**src/sv/pfse_pkg.sv**
```systemverilog
// shared types and constants for the polynomial fit squared error block
`default_nettype none

package pfse_pkg;

  // field widths
  localparam int unsigned X_W       = 5;
  localparam int unsigned Y_W       = 5;
  localparam int unsigned COEFF_W   = 24;
  localparam int unsigned TC_W      = 3;
  localparam int unsigned OUT_W     = 48;
  localparam int unsigned FRAC_W    = 16;
  localparam int unsigned MAG_W     = 32;
  localparam int unsigned IN_DATA_W = 16;
  localparam int unsigned OUT_DATA_W = 3 * OUT_W;

  // configuration port
  localparam int unsigned CFG_IDX_W = 3;
  localparam int unsigned CFG_DATA_W = COEFF_W;
  localparam int unsigned REG_TERM_COUNT = 0;
  localparam int unsigned REG_COEFF_BASE = 1;

  // default number of cells in the chain
  localparam int unsigned MAX_TERMS_DEF = 7;
  localparam int unsigned TERM_COUNT_RESET = 1;

  // item travelling down the cell chain
  typedef struct packed {
    logic                  valid;
    logic signed [X_W-1:0] x;
    logic signed [Y_W-1:0] y;
    logic                  last;
  } pfse_link_t;

endpackage

`default_nettype wire

```
**src/sv/pfse_cell.sv**
```systemverilog
// one polynomial term cell: holds a coefficient, adds its term and steps the power of x
`default_nettype none

module pfse_cell #(
  parameter int unsigned INDEX = 0,
  parameter int unsigned PW_W  = 26,
  parameter int unsigned ACC_W = 53
) (
  input  wire                                   clk_i,
  input  wire                                   rst_ni,
  input  wire                                   coeff_we_i,
  input  wire  [pfse_pkg::COEFF_W-1:0]          coeff_data_i,
  input  wire  [pfse_pkg::TC_W-1:0]             term_n_i,
  input  wire  pfse_pkg::pfse_link_t            link_i,
  input  wire  signed [PW_W-1:0]                pw_i,
  input  wire  signed [ACC_W-1:0]               acc_i,
  output pfse_pkg::pfse_link_t                  link_o,
  output logic signed [PW_W-1:0]                pw_o,
  output logic signed [ACC_W-1:0]               acc_o
);
  import pfse_pkg::*;

  localparam int unsigned PROD_W = COEFF_W + PW_W;

  logic signed [COEFF_W-1:0]  coeff_q;
  logic                       valid_q;
  pfse_link_t                 link_q;
  logic signed [PW_W-1:0]     pw_q, pw_d;
  logic signed [ACC_W-1:0]    acc_q, acc_d;
  logic signed [PROD_W-1:0]   prod;
  logic signed [PW_W+X_W-1:0] pw_next;
  logic                       term_used;

  // term k contributes only while k is below the term count
  assign term_used = (TC_W'(INDEX) < term_n_i);

  always_comb begin
    prod    = coeff_q * pw_i;
    pw_next = pw_i * link_i.x;
    pw_d    = pw_next[PW_W-1:0];
    acc_d   = term_used ? (acc_i + ACC_W'(prod)) : acc_i;
  end

  always_ff @(posedge clk_i or negedge rst_ni) begin
    if (!rst_ni) begin
      coeff_q <= '0;
      valid_q <= 1'b0;
    end else begin
      if (coeff_we_i) begin
        coeff_q <= coeff_data_i;
      end
      valid_q <= link_i.valid;
    end
  end

  always_ff @(posedge clk_i) begin
    if (link_i.valid) begin
      link_q <= link_i;
      pw_q   <= pw_d;
      acc_q  <= acc_d;
    end
  end

  always_comb begin
    link_o       = link_q;
    link_o.valid = valid_q;
    pw_o         = pw_q;
    acc_o        = acc_q;
  end

endmodule

`default_nettype wire

```
**config.mk**
```make
export PLATFORM = sky130hd
export DESIGN_NAME = pfse_cell
export DESIGN_NICKNAME = d
export VERILOG_FILES = /design/src/sv/pfse_pkg.sv /design/src/sv/pfse_cell.sv
export SDC_FILE = /design/constraint.sdc
export NUM_CORES = 2
export LEC_CHECK = 0
export ABC_AREA = 1
export BUFFER_PORTS_ARGS = -buffer_cell sky130_fd_sc_hd__buf_2
export CORE_MARGIN = 2
export CORE_UTILIZATION = 55
export CTS_CLUSTER_DIAMETER = 200
export DETAILED_ROUTE_END_ITERATION = 12
export MAX_ROUTING_LAYER = met4
export PLACE_DENSITY = 0.73
export RECOVER_POWER = 25
export SYNTH_ARGS = -nofsm -noshare
export SYNTH_HDL_FRONTEND = slang
export SYNTH_SLANG_ARGS = --single-unit
```
**constraint.sdc**
```tcl
create_clock -name clk_i -period 10.3 [get_ports clk_i]
set_clock_uncertainty 0.2 [all_clocks]
set_input_delay 1.03 -clock clk_i [delete_from_list [all_inputs] [get_ports clk_i]]
set_output_delay 1.03 -clock clk_i [all_outputs]
set_load 0.02 [all_outputs]
```
Word level (Yosys, flattened, before mapping)
Cells that the tools add are included.
{"block": "op_classes", "addsub": 1, "multipliers": 2, "div": 0, "order_cmp": 1, "n_eq_ne": 0, "n_shift": 0, "n_mux": 1, "n_bitwise": 0, "n_reduce_logical": 0}
{"op": "53-bit by 50-bit adder with 53-bit output", "count": 1}
{"op": "53-bit 2-to-1 mux", "count": 1}
{"op": "24-bit by 26-bit multiplier with 50-bit output", "count": 1}
{"op": "26-bit by 5-bit multiplier with 26-bit output", "count": 1}
{"op": "1-bit by 3-bit < comparator with 1-bit output (first input constant)", "count": 1}
{"block": "word_totals", "register_bits": 115, "latch_bits": 0, "ram_bits": 0, "romBits": 0, "inputBits": 121, "output_inout_bits": 91, "wordCells": 12, "mem_count": 0}

Logic depth before layout (Yosys ltp)
{"block": "logic_depth", "ltp_word": 3, "mapped_depth": 31, "depth_no_buf": 29}

Least setup slack after synthesis
OpenSTA, ideal clock, no wires.
{"block": "synth_path", "kind": "input to register", "from": "in pw_i[25]", "to": "reg acc_q[52], in the netlist acc_o[52] (data pin)", "setup_ns": 0.253, "arrival_ns": 7.273, "slack_ns": 2.573, "path_stages": 27, "path_buffers": 2, "cell_sequence": "clkbuf_1 -> clkbuf_1 -> nand2_1 -> inv_1 -> fa_1 -> fa_1 -> fa_1 -> inv_1 -> fa_1 -> inv_1 -> fa_1 -> inv_1 -> fa_1 -> fa_1 -> inv_1 -> ha_1 -> nand2_1 -> nor2_1 -> nand2_1 -> inv_1 -> nand2_1 -> nor3_1 -> nand2_1 -> nand3_1 -> nand2_1 -> nand3_1 -> nand2_1"}
{"block": "synth_via", "elab_chain_cells": 3}
{"element": "start, declared", "line": "pfse_cell.sv:15", "rtl": "input wire signed [PW_W-1:0] pw_i,"}
{"element": "24-bit by 26-bit multiplier with 50-bit output", "line": "pfse_cell.sv:38", "rtl": "prod = coeff_q * pw_i;"}
{"element": "53-bit by 50-bit adder with 53-bit output", "line": "pfse_cell.sv:41", "rtl": "acc_d = term_used ? (acc_i + ACC_W'(prod)) : acc_i;"}
{"element": "53-bit 2-to-1 mux", "line": "pfse_cell.sv:41"}
{"element": "named net acc_d[52]", "line": "pfse_cell.sv:29", "rtl": "logic signed [ACC_W-1:0] acc_q, acc_d;"}
{"element": "end signal, assigned", "line": "pfse_cell.sv:60", "rtl": "acc_q <= acc_d;"}
{"element": "end, declared", "line": "pfse_cell.sv:29"}
The timed path passes the listed nets, and every way through them passes these cells.
A chain may end at the register's enable or synchronous reset.

Worst setup path after layout
{"block": "layout_path", "from": "in pw_i[25]", "to": "reg acc_q[43], in the netlist acc_o[43] (data pin)"}
Same word-level chain as after synthesis.

==> results.py <==
metrics = {
    "route": {
        "routed_via_density": 5.167,
        "detailedRoute.firstPassIterationCount": 8,
        "drtIter0Drc": 1858,
        "met3_routed_wl_mm": 7.306,
        "antenna_left": 0,
        "detail_route.wirelength_mm": 93.50,
        "wl_met1_mm": 38.61,
        "drc": 0,
        "met2RoutedLength_mm": 44.64,
        "dr.max_layer_used": "met4",
        "detailroute.via_count": 27454,
        "avgRoutedWirePerCell_um": 17.60,
    },
    "synth": {
        "yosys_warnings": 0,
        "synth.top_cells.by_area": "fa_1, inv_1, nand2_1",
        "synth_area_per_cell_um2": 8.000,
        "mapped_cells": 4375,
        "synth-seq-cells": 115,
        "synth_area_leader_cell": "fa_1",
        "syn_area_um2": 35000,
        "synthDominantCellAreaShare": 0.4484,
        "ys_types": 40,
        "mappedNetlistNets": 5498,
        "post_synthesis_sequential_area_ratio": 0.09509,
    },
    "setup_path": {
        "critical_path.n_buffers_inverters": 4,
        "critPathRequiredTime_ns": 10.35,
        "worst_setup_path_start_kind": "input pin",
        "cp_slowest_cell": "fa_1",
        "path_class": "input pin to flop",
        "ff2ff_setup_slack_ns": 2.40,
        "most_used_cell_along_the_critical_path": "fa_1",
        "worst-endpoint-arrival_ns": 7.96,
        "crit_fanout": 25,
        "critPathCaptureType": "flop",
        "worstPathCellList": "buf_2 -> nand2_1 -> inv_1 -> fa_1 -> fa_1 -> fa_1 -> fa_1 -> fa_1 -> fa_1 -> inv_1 -> fa_1 -> inv_1 -> ha_1 -> nand2_1 -> nor2_1 -> nand2_1 -> nor2_1 -> nand4_1 -> nand3_1 -> nand2_1 -> nand3_1 -> nand2_1",
        "critical_path.max_stage_delay_ns": 1.04,
        "critical_path.top_delay_family": "adder cells",
    },
    "clocking": {
        "cts.repair_timing.setup_buffer_count": 0,
        "clock_tree.buffer_depth": 2,
        "numCtsBuffers": 17,
        "numClockSinks": 115,
        "cts-resized-gates": 0,
        "clk-insertion-delay-late_ns": 0.51,
        "worst_setup_hold_path_clk_slew_ns": 0.07,
        "count_of_h_tree_levels_built_during_cts": 4,
        "clockRootBuffer": "clkbuf_16",
        "cts_hold_buffers": 0,
        "cts_tree": "done",
    },
    "placed_design": {
        "gp_routability_congestion": 0.9941,
        "place_hpwl_mm": 78.30,
        "port-buffer-count": 211,
    },
    "sta": {
        "max_slew.worst_pin.slew_ns": 2.112,
        "timing.final.setup_violations": 0,
        "final_hold_viol_count": 0,
        "max-slew-margin-rel": -0.4081,
        "timing.final.crit_period_ns": 7.911,
        "rsz_0062_raised_after_global_routing": "no",
        "fin_setup_tns_ns": 0,
        "maxSlewViolCount": 82,
        "period_share": 0.7681,
        "achievable-frequency_ghz": 0.1264,
    },
    "floorplanning": {
        "die-area_um2": 65670,
        "num_io_pins": 212,
        "row_count": 92,
        "coreArea_um2": 62970,
        "fp.dieW_um": 256.3,
        "start_util": 0.5559,
        "die_h_um": 256.3,
    },
    "worst_hold_path": {
        "worst_hold_path_type": "input pin to flop",
    },
    "run": {
        "drv_cap": 3,
    },
    "finish": {
        "multi_input_logic_area_um2": 26030,
        "layout.cells.most_common_list": "inv_1, nand2_1, fa_1",
        "layout.nets": 5575,
        "area_growth_pct": 6.316,
        "post_route_cells_drive_above_1_share": 0.06988,
        "ff_latch_area_um2": 3328,
        "layout.filler_cells": 5713,
        "final_common_cell": "inv_1",
    },
    "outcome": {
        "outcome": "complete, but fails checks",
        "violations_in_the_final_reports": "max-capacitance violations, max-slew violations",
    },
    "global_route": {
        "total_global_route_track_usage": 0.3149,
        "vias_in_the_first_global_route": 29493,
        "grt.overflow.total": 0,
        "antenna_found_initial": 2,
        "global_route_wire_length_before_repair_mm": 156.9,
        "pin_count_of_the_biggest_net_entering_global_routing": 65,
    },
}
==> flip-flops by register name, indices dropped and copies added, names as in the netlist <==
signal and cells:
acc_o 53, pw_o 26, valid_q 1, link_o 11, coeff_q 24
==> cell type report <==
class                           instances  share of cell area
Sequential cell                       115             0.08944
Inverter                             1326              0.1338
Tap cell                              846             0.02845
Multi-Input combinational cell       2758              0.6995
Clock buffer                           17             0.01143
Timing Repair Buffer                  234             0.03275
Antenna cell                            2           0.0001345
Clock inverter                         15            0.004539
==> final timing paths <==
check,cells after the start,from,endpoint
worst min register to register,1,coeff_q[17]$_DFFE_PN0P_,coeff_q[17]$_DFFE_PN0P_
max in group asynchronous,1,rst_ni,coeff_q[23]$_DFFE_PN0P_
worst max-delay path,22,pw_i[25],acc_o[43]$_DFFE_PP_
worst min-delay path,1,link_i[0],link_o[0]$_DFFE_PP_
worst max register to register,22,coeff_q[7]$_DFFE_PN0P_,acc_o[43]$_DFFE_PP_
min in group asynchronous,1,rst_ni,coeff_q[5]$_DFFE_PN0P_
==> cell usage after synthesis, drive strengths merged <==
master	count
nor3	11
a211oi	1
edfxtp	90
buf	32
fa	784
a21o	5
nor4	4
o21ai	53
and3	2
nand4	22
a21oi	76
or2	26
o211ai	1
nor2	139
xor2	20
nand3b	6
nand2	1218
clkbuf	144
inv	1326
a31oi	6
xnor2	29
and2	1
mux2	23
o21a	4
dfrtp	25
a221oi	1
nand3	95
o21bai	13
ha	218
==> metal layers <==
metal  track usage  up-vias
met2        0.5034     1128
met1        0.4140    13634
li1              -    12504
met3       0.05200      188
met4       0.09795        0
met5             -        -
==> worst register-to-register path, stage by stage, from the launching register on <==
cell	delay (ns)
dfrtp_1	0.88
buf_4	0.36
nand2_1	0.15
fa_1	0.60
inv_1	0.14
fa_1	0.53
fa_1	0.94
fa_1	0.56
fa_1	0.52
fa_1	0.49
inv_1	0.05
fa_1	0.49
inv_1	0.05
ha_1	0.41
nand2_1	0.13
nor2_1	0.25
nand2_1	0.19
nor2_1	0.18
nand4_1	0.18
nand3_1	0.13
nand2_1	0.05
nand3_1	0.10
nand2_1	0.07
==> through the flow <==
step	setup WS, ns	cells	utilization	cell area (um^2)	hold WS (ns)
2_1_floorplan	2.573	4375	-	35000	0.4298
3_3_place_gp	1.993	5279	0.5817	36630	0.6343
3_5_place_dp	1.895	5279	0.5817	36630	0.6688
4_1_cts	2.390	5311	0.5911	37220	0.3976
5_1_grt	1.991	5313	0.5910	37210	0.4933
6_report	2.389	5313	0.5910	37210	0.5017
==> kinds of logic (layout without fill, tap and decap cells) <==
group                      after synthesis  count (layout)  share of synthesized area
other                                    0               2                          0
and+or+nand+nor                       1524            1524                     0.1723
AOI/OAI and AO/OA                      160             160                    0.02502
adders and majority gates             1002            1002                     0.5263
muxes                                   23              23                   0.007400
buffers and inverters                 1502            1592                     0.1614
xor gates and xnor gates                49              49                    0.01248
DFF                                    115             115                    0.09509
Power is left out: the tool's default activity adds up to more than one toggle a clock period on the data nets, which glitch-free logic cannot reach.
