### src/sv/pfse_pkg.sv
// shared types and constants for the polynomial fit squared error block
`default_nettype none

package pfse_pkg;

  // field widths
  localparam int unsigned X_W       = 5;
  localparam int unsigned Y_W       = 5;
  localparam int unsigned COEFF_W   = 24;
  localparam int unsigned TC_W      = 3;
  localparam int unsigned OUT_W     = 48;
  localparam int unsigned FRAC_W    = 16;
  localparam int unsigned MAG_W     = 32;
  localparam int unsigned IN_DATA_W = 16;
  localparam int unsigned OUT_DATA_W = 3 * OUT_W;

  // configuration port
  localparam int unsigned CFG_IDX_W = 3;
  localparam int unsigned CFG_DATA_W = COEFF_W;
  localparam int unsigned REG_TERM_COUNT = 0;
  localparam int unsigned REG_COEFF_BASE = 1;

  // default number of cells in the chain
  localparam int unsigned MAX_TERMS_DEF = 7;
  localparam int unsigned TERM_COUNT_RESET = 1;

  // item travelling down the cell chain
  typedef struct packed {
    logic                  valid;
    logic signed [X_W-1:0] x;
    logic signed [Y_W-1:0] y;
    logic                  last;
  } pfse_link_t;

endpackage

`default_nettype wire

### src/sv/pfse_score.sv
// saturation, squared residual and running sum behind the cell chain
`default_nettype none

module pfse_score #(
  parameter int unsigned ACC_W = 53
) (
  input  wire                                clk_i,
  input  wire                                rst_ni,
  input  wire  pfse_pkg::pfse_link_t         link_i,
  input  wire  signed [ACC_W-1:0]            acc_i,
  output logic                               busy_o,
  output logic                               out_valid_o,
  input  wire                                out_ready_i,
  output logic [pfse_pkg::OUT_W-1:0]         pred_o,
  output logic [pfse_pkg::OUT_W-1:0]         err_o,
  output logic [pfse_pkg::OUT_W-1:0]         sum_o,
  output logic                               last_o
);
  import pfse_pkg::*;

  localparam int unsigned EXT_W = (ACC_W > OUT_W) ? ACC_W : OUT_W + 1;
  localparam int unsigned RES_W = OUT_W + 1;
  localparam int unsigned SQ_W  = 2 * MAG_W;

  // stage a: saturated prediction
  logic                       a_valid_q;
  logic signed [OUT_W-1:0]    a_pred_q, a_pred_d;
  logic signed [Y_W-1:0]      a_y_q;
  logic                       a_last_q;
  logic signed [EXT_W-1:0]    acc_ext;
  logic                       acc_fits;

  // stage b: residual magnitude
  logic                       b_valid_q;
  logic [MAG_W-1:0]           b_mag_q;
  logic                       b_big_q, b_big_d;
  logic [OUT_W-1:0]           b_pred_q;
  logic                       b_last_q;
  logic signed [RES_W-1:0]    res;
  logic [RES_W-1:0]           mag;

  // stage c: square, waits here while the output register is full
  logic                       c_valid_q;
  logic [SQ_W-1:0]            c_sq_q;
  logic                       c_big_q;
  logic [OUT_W-1:0]           c_pred_q;
  logic                       c_last_q;
  logic                       c_move;

  // output register and accumulator
  logic                       out_valid_q;
  logic [OUT_W-1:0]           out_pred_q, out_err_q, out_sum_q;
  logic                       out_last_q;
  logic [OUT_W-1:0]           accum_q, accum_d;
  logic [OUT_W-1:0]           err_d, sum_d;
  logic [OUT_W:0]             sum_wide;

  always_comb begin
    acc_ext  = EXT_W'(acc_i);
    acc_fits = (acc_ext[EXT_W-1:OUT_W-1] == '0) || (acc_ext[EXT_W-1:OUT_W-1] == '1);
    if (acc_fits) begin
      a_pred_d = acc_ext[OUT_W-1:0];
    end else if (acc_ext[EXT_W-1]) begin
      a_pred_d = {1'b1, {(OUT_W-1){1'b0}}};
    end else begin
      a_pred_d = {1'b0, {(OUT_W-1){1'b1}}};
    end
  end

  always_comb begin
    res = $signed({{(RES_W-Y_W-FRAC_W){a_y_q[Y_W-1]}}, a_y_q, {FRAC_W{1'b0}}})
        - $signed({a_pred_q[OUT_W-1], a_pred_q});
    mag     = res[RES_W-1] ? RES_W'(-res) : RES_W'(res);
    b_big_d = |mag[RES_W-1:MAG_W];
  end

  assign c_move = c_valid_q && (!out_valid_q || out_ready_i);

  always_comb begin
    err_d    = c_big_q ? {OUT_W{1'b1}} : c_sq_q[SQ_W-1:FRAC_W];
    sum_wide = {1'b0, accum_q} + {1'b0, err_d};
    sum_d    = sum_wide[OUT_W] ? {OUT_W{1'b1}} : sum_wide[OUT_W-1:0];
    accum_d  = c_last_q ? '0 : sum_d;
  end

  always_ff @(posedge clk_i or negedge rst_ni) begin
    if (!rst_ni) begin
      a_valid_q   <= 1'b0;
      b_valid_q   <= 1'b0;
      c_valid_q   <= 1'b0;
      out_valid_q <= 1'b0;
      accum_q     <= '0;
    end else begin
      a_valid_q <= link_i.valid;
      b_valid_q <= a_valid_q;
      c_valid_q <= b_valid_q || (c_valid_q && !c_move);
      if (c_move) begin
        out_valid_q <= 1'b1;
        accum_q     <= accum_d;
      end else if (out_ready_i) begin
        out_valid_q <= 1'b0;
      end
    end
  end

  always_ff @(posedge clk_i) begin
    if (link_i.valid) begin
      a_pred_q <= a_pred_d;
      a_y_q    <= link_i.y;
      a_last_q <= link_i.last;
    end
    if (a_valid_q) begin
      b_mag_q  <= mag[MAG_W-1:0];
      b_big_q  <= b_big_d;
      b_pred_q <= a_pred_q;
      b_last_q <= a_last_q;
    end
    if (b_valid_q) begin
      c_sq_q   <= b_mag_q * b_mag_q;
      c_big_q  <= b_big_q;
      c_pred_q <= b_pred_q;
      c_last_q <= b_last_q;
    end
    if (c_move) begin
      out_pred_q <= c_pred_q;
      out_err_q  <= err_d;
      out_sum_q  <= sum_d;
      out_last_q <= c_last_q;
    end
  end

  assign busy_o      = a_valid_q || b_valid_q || c_valid_q;
  assign out_valid_o = out_valid_q;
  assign pred_o      = out_pred_q;
  assign err_o       = out_err_q;
  assign sum_o       = out_sum_q;
  assign last_o      = out_last_q;

endmodule

`default_nettype wire

### config.mk
export PLATFORM = sky130hd
export DESIGN_NAME = pfse_score
export DESIGN_NICKNAME = d
export VERILOG_FILES = /design/src/sv/pfse_pkg.sv /design/src/sv/pfse_score.sv
export SDC_FILE = /design/constraint.sdc
export NUM_CORES = 2
export LEC_CHECK = 0
export BUFFER_PORTS_ARGS = -buffer_cell sky130_fd_sc_hd__buf_2
export CORE_UTILIZATION = 30
export DETAILED_ROUTE_END_ITERATION = 8
export GPL_ROUTABILITY_DRIVEN = 0
export GPL_TIMING_DRIVEN = 0
export PLACE_DENSITY = 0.57
export SLEW_MARGIN = 20
export SYNTH_ARGS = -nofsm -noshare
export SYNTH_HDL_FRONTEND = slang
export SYNTH_SLANG_ARGS = --single-unit
export TNS_END_PERCENT = 1
### constraint.sdc
create_clock -name clk_i -period 21.4 [get_ports clk_i]
set_clock_uncertainty 0.1 [all_clocks]
set_input_delay 4.28 -clock clk_i [delete_from_list [all_inputs] [get_ports clk_i]]
set_output_delay 4.28 -clock clk_i [all_outputs]
set_load 0.05 [all_outputs]
# After elaboration in Yosys (flattened, before gate mapping)
# Index checks and enable logic that the tools add are counted.
# word_totals
in_bits	68
output_inout_bits	147
ff_bits	447
# op_classes
eq_ne	1
n_reduce_logical	12
mux	8
n_mul	1
add_sub_neg	3
# op_table
op	n
$mux 48	5
$mul 32x32->64	1
$add 48x48->49	1
$mux 49	1
$neg 49->49	1
$sub 21x48->49	1
$reduce_or 17->1	1
$eq 6x6->1 const B	1
$logic_not 6->1	1
$logic_or 1x1->1	5
$logic_and 1x1->1	2
$logic_not 1->1	2
$mux 1	2
$reduce_bool 2->1	1

# Depth between registers and ports, before layout
# depth
depth_word	6
ltp_mapped	33

# Worst setup path after synthesis
# Ideal clock, no wire load.
# synth_path
path_kind	register to register
from	register b_mag_q[13]
to	register c_sq_q[62], data pin
required_time_ps	21120
setup_slack_ps	12947
arrival_time_ps	8173
synth_period_minus_slack_ps	8453
n_path_buf	2
setup_time_ps	180
path_stages_with_launch	32
path_cell_list	edfxtp_1 clkbuf_1 clkbuf_1 nand2_1 fa_1 inv_1 fa_1 inv_1 fa_1 inv_1 fa_1 inv_1 fa_1 inv_1 fa_1 fa_1 inv_1 fa_1 inv_1 ha_1 a21oi_1 o21ai_0 a221oi_1 o21ai_0 a21oi_1 o21a_1 o311a_1 a31oi_4 a31oi_1 o31ai_1 or4b_2 o311ai_1
# synth_via
elab_chain_cells	1
# synth_rtl
item	line	text
start: declaration	pfse_score.sv:35	logic [MAG_W-1:0] b_mag_q;
start signal: assignment	pfse_score.sv:113	b_mag_q <= mag[MAG_W-1:0];
$mul 32x32->64	pfse_score.sv:119	c_sq_q <= b_mag_q * b_mag_q;
end signal: assignment	pfse_score.sv:119	
end: declaration	pfse_score.sv:44	logic [SQ_W-1:0] c_sq_q;
# No other way between the ends.
# A chain may end at the register's enable or synchronous reset.

# Final worst setup path
# layout_path
from	register b_mag_q[10]
to	register c_sq_q[62], data pin
# The elaborated chain is that of the path after synthesis.

==> results.yml <==
run_status:
  status: "finished, final reports clean"
placement:
  portBuffers: 209
  dp_hpwl_um: 120000
  dp_cells: 6977
  postPlaceCellArea_um2: 52800
run:
  maxCapViolations: 0
synthesis:
  ys_top_cells_by_count: "inv_1, fa_1, edfxtp_1, ha_1, nand2_1"
  avgSynthCellArea_um2: 10.6
  synth.area.top_cells: "fa_1, edfxtp_1, ha_1"
  post-synth-top-count-cell: "inv_1"
  synth_top_area_share: 0.323
  syn_nets: 5839
  yosysWarningCount: 0
  synth_top_cell_by_area: "fa_1"
  ys_seq_area_frac: 0.259
  synth_ff_type: "edfxtp_1"
  async_flop_share: 0.121
  synth.ff_latch_count: 430
  syn-cell-area_um2: 48900
  synth_edf_count: 378
  ys_types: 91
  syn_inst: 4604
grt:
  grt_max_degree: 77
  grt_pass1_vias: 36277
  antenna_found_initial: 10
  grt_pass1_wl_um: 223000
  grt_overflow: 0
  gr-usage-all-layers: 0.180
critical_path:
  crit_start: "b_mag_q[10]"
  crit_type: "reg -> reg"
  crit_path_end: "c_sq_q[62]"
  reg2reg_depth: 29
  path_depth: 29
  cp_num_buf_inv: 7
  worstSetupEndpointType: "register"
  critPathLaunchType: "register"
  max_stage_delay_ns: 0.95
  critPathRequiredTime_ns: 21.73
  cpMostUsedCell: "fa_1"
  reg2reg_slack_ns: 9.67
  rr_endpoint: "c_sq_q[62]"
  slowest_stage: "clkbuf_1"
  path_max_fanout: 10
  cpLargestDelayFamily: "adder cells"
  crit_arrival_ns: 12.06
  r2r-start: "b_mag_q[10]"
drt:
  drt_first_pass_iters: 5
  totalWireLength_um: 147000
  ant_nets: 0
  viasPerCell: 4.83
  vias: 34113
  drtIter0Drc: 2675
  post_drt_wl_per_cell_um: 20.8
  drc: 0
clock_network:
  cts_num_sinks: 430
  clkTransAtPathRegs_ns: 0.07
  hold_buffers: 0
  cts_tree: "built"
  clock_latency_ns: 0.60
  cts_resized: 0
  cts_buffers: 45
  root_buffer: "clkbuf_16"
  cts_setup_buffers: 0
  cts_max_level: 2
  clockBufferDepth: 3
floorplan:
  rows: 147
  die_area_um2: 165000
  io_pins: 215
  die_w_um: 406
  initial_core_util: 0.303
  core_um2: 161000
  die_height_um: 406
sta:
  tightest_slew_ns: 1.27
  fin_crit_sh: 0.548
  period_minus_slack_ns: 11.73
  finalHoldViolations: 0
  rsz0062_at_grt: "no"
  finalSetupViolCount: 0
  tns_ns: 0
  slew-limit-headroom: 0.151
  max_freq_mhz: 85.2
  report.final.slew_viol_count: 0
layout:
  drive_gt1_frac: 0.0816
  design_area_um2: 54300
  fillCellCount: 16420
  antenna_cells: 0
  fin_nets: 6100
  syn_to_final_growth_pct: 11.0
  fin_cells: 7061
worst_hold_path:
  min_path_type: "reg -> reg"
## routing by layer
layer	up-vias	share of wire	wire [µm]	track usage
met1	17278	0.41	60700	0.234
met4	12	0.050	7300	0.0744
met3	359	0.086	12600	0.0419
met5	-	0.00061	89	0
li1	15171	-	-	-
met2	1293	0.45	66400	0.288
## worst register-to-register path: cells and delay by family (launching register included)
family,cells,cell delay (ns)
AOI/OAI and AO/OA,9,3.35
adders and majority gates,9,4.17
DFF,1,0.63
and+or+nand+nor,4,1.33
buffers and inverters,7,1.95
## cell usage in the layout (no fill, tap or decap), types with 19 or more instances in the layout
cell type,synthesis,layout
nand4_1,26,26
a21oi_1,116,116
a21o_1,133,133
o31ai_1,19,19
edfxtp_1,378,378
nand2_1,367,367
dfrtp_1,52,50
buf_2,9,216
xor2_1,70,70
clkbuf_1,158,165
nor2_1,108,108
nor3_1,32,32
ha_1,377,377
a31oi_1,24,24
o21ai_0,88,87
a22o_1,45,45
nand2b_1,28,28
or2_2,56,56
and2_1,228,228
and3_1,26,26
clkbuf_16,0,45
xnor2_1,126,124
nand3_1,37,37
nor2b_1,22,22
fa_1,790,790
inv_1,1030,1029
## registers in the layout, indices dropped and copies added (netlist names), 32 cells and up
| signal | count |
|---|---|
| b_mag_q | 32 |
| a_pred_q | 48 |
| sum_o | 48 |
| err_o | 48 |
| c_pred_q | 47 |
| pred_o | 48 |
| accum_q | 48 |
| b_pred_q | 47 |
| c_sq_q | 49 |
## area by class of cell
| cell class | count | area (µm²) | area share |
|---|---|---|---|
| Tap cell | 2160 | 2700 | 0.0498 |
| Clock inverter | 27 | 253 | 0.00466 |
| Multi-Input combinational cell | 2972 | 31700 | 0.585 |
| Inverter | 1032 | 3880 | 0.0715 |
| Timing Repair Buffer | 214 | 1180 | 0.0217 |
| Buffer | 170 | 657 | 0.0121 |
| Sequential cell | 430 | 12700 | 0.233 |
| Clock buffer | 56 | 1210 | 0.0222 |
## stage by stage
stage                util  hold WS [ns]  setup slack (ns)
floorplan               -         0.300             12.95
global route        0.337         0.316              9.41
CTS                 0.337         0.312              9.90
finish              0.337         0.311              9.67
global placement    0.327         0.302              9.87
detailed placement  0.328         0.305              9.92
## logic make-up (layout without fill, tap and decap cells)
kind of cell,after synthesis,in the layout,share of synthesized area
XOR/XNOR,197,197,0.0354
multiplexers,11,11,0.00233
AO/OA/AOI/OAI,589,589,0.0842
flip-flops,430,430,0.259
buffers and inverters,1202,1499,0.0927
AND/OR/NAND/NOR,1008,1008,0.107
adder cells (fa/ha/maj),1167,1167,0.420
## worst min path at each step
stage	start	end	cells past startpoint
2_1_floorplan	a_last_q	b_last_q	0
3_3_place_gp	b_pred_q[17]	c_pred_q[17]	0
3_5_place_dp	c_pred_q[23]	pred_o[23]	0
4_1_cts	b_pred_q[3]	c_pred_q[3]	0
5_1_grt	c_pred_q[37]	pred_o[37]	0
6_report	b_pred_q[3]	c_pred_q[3]	0
Power is not shown: default switching activity piles up to over one toggle a cycle in this logic, so the estimate is an artifact.
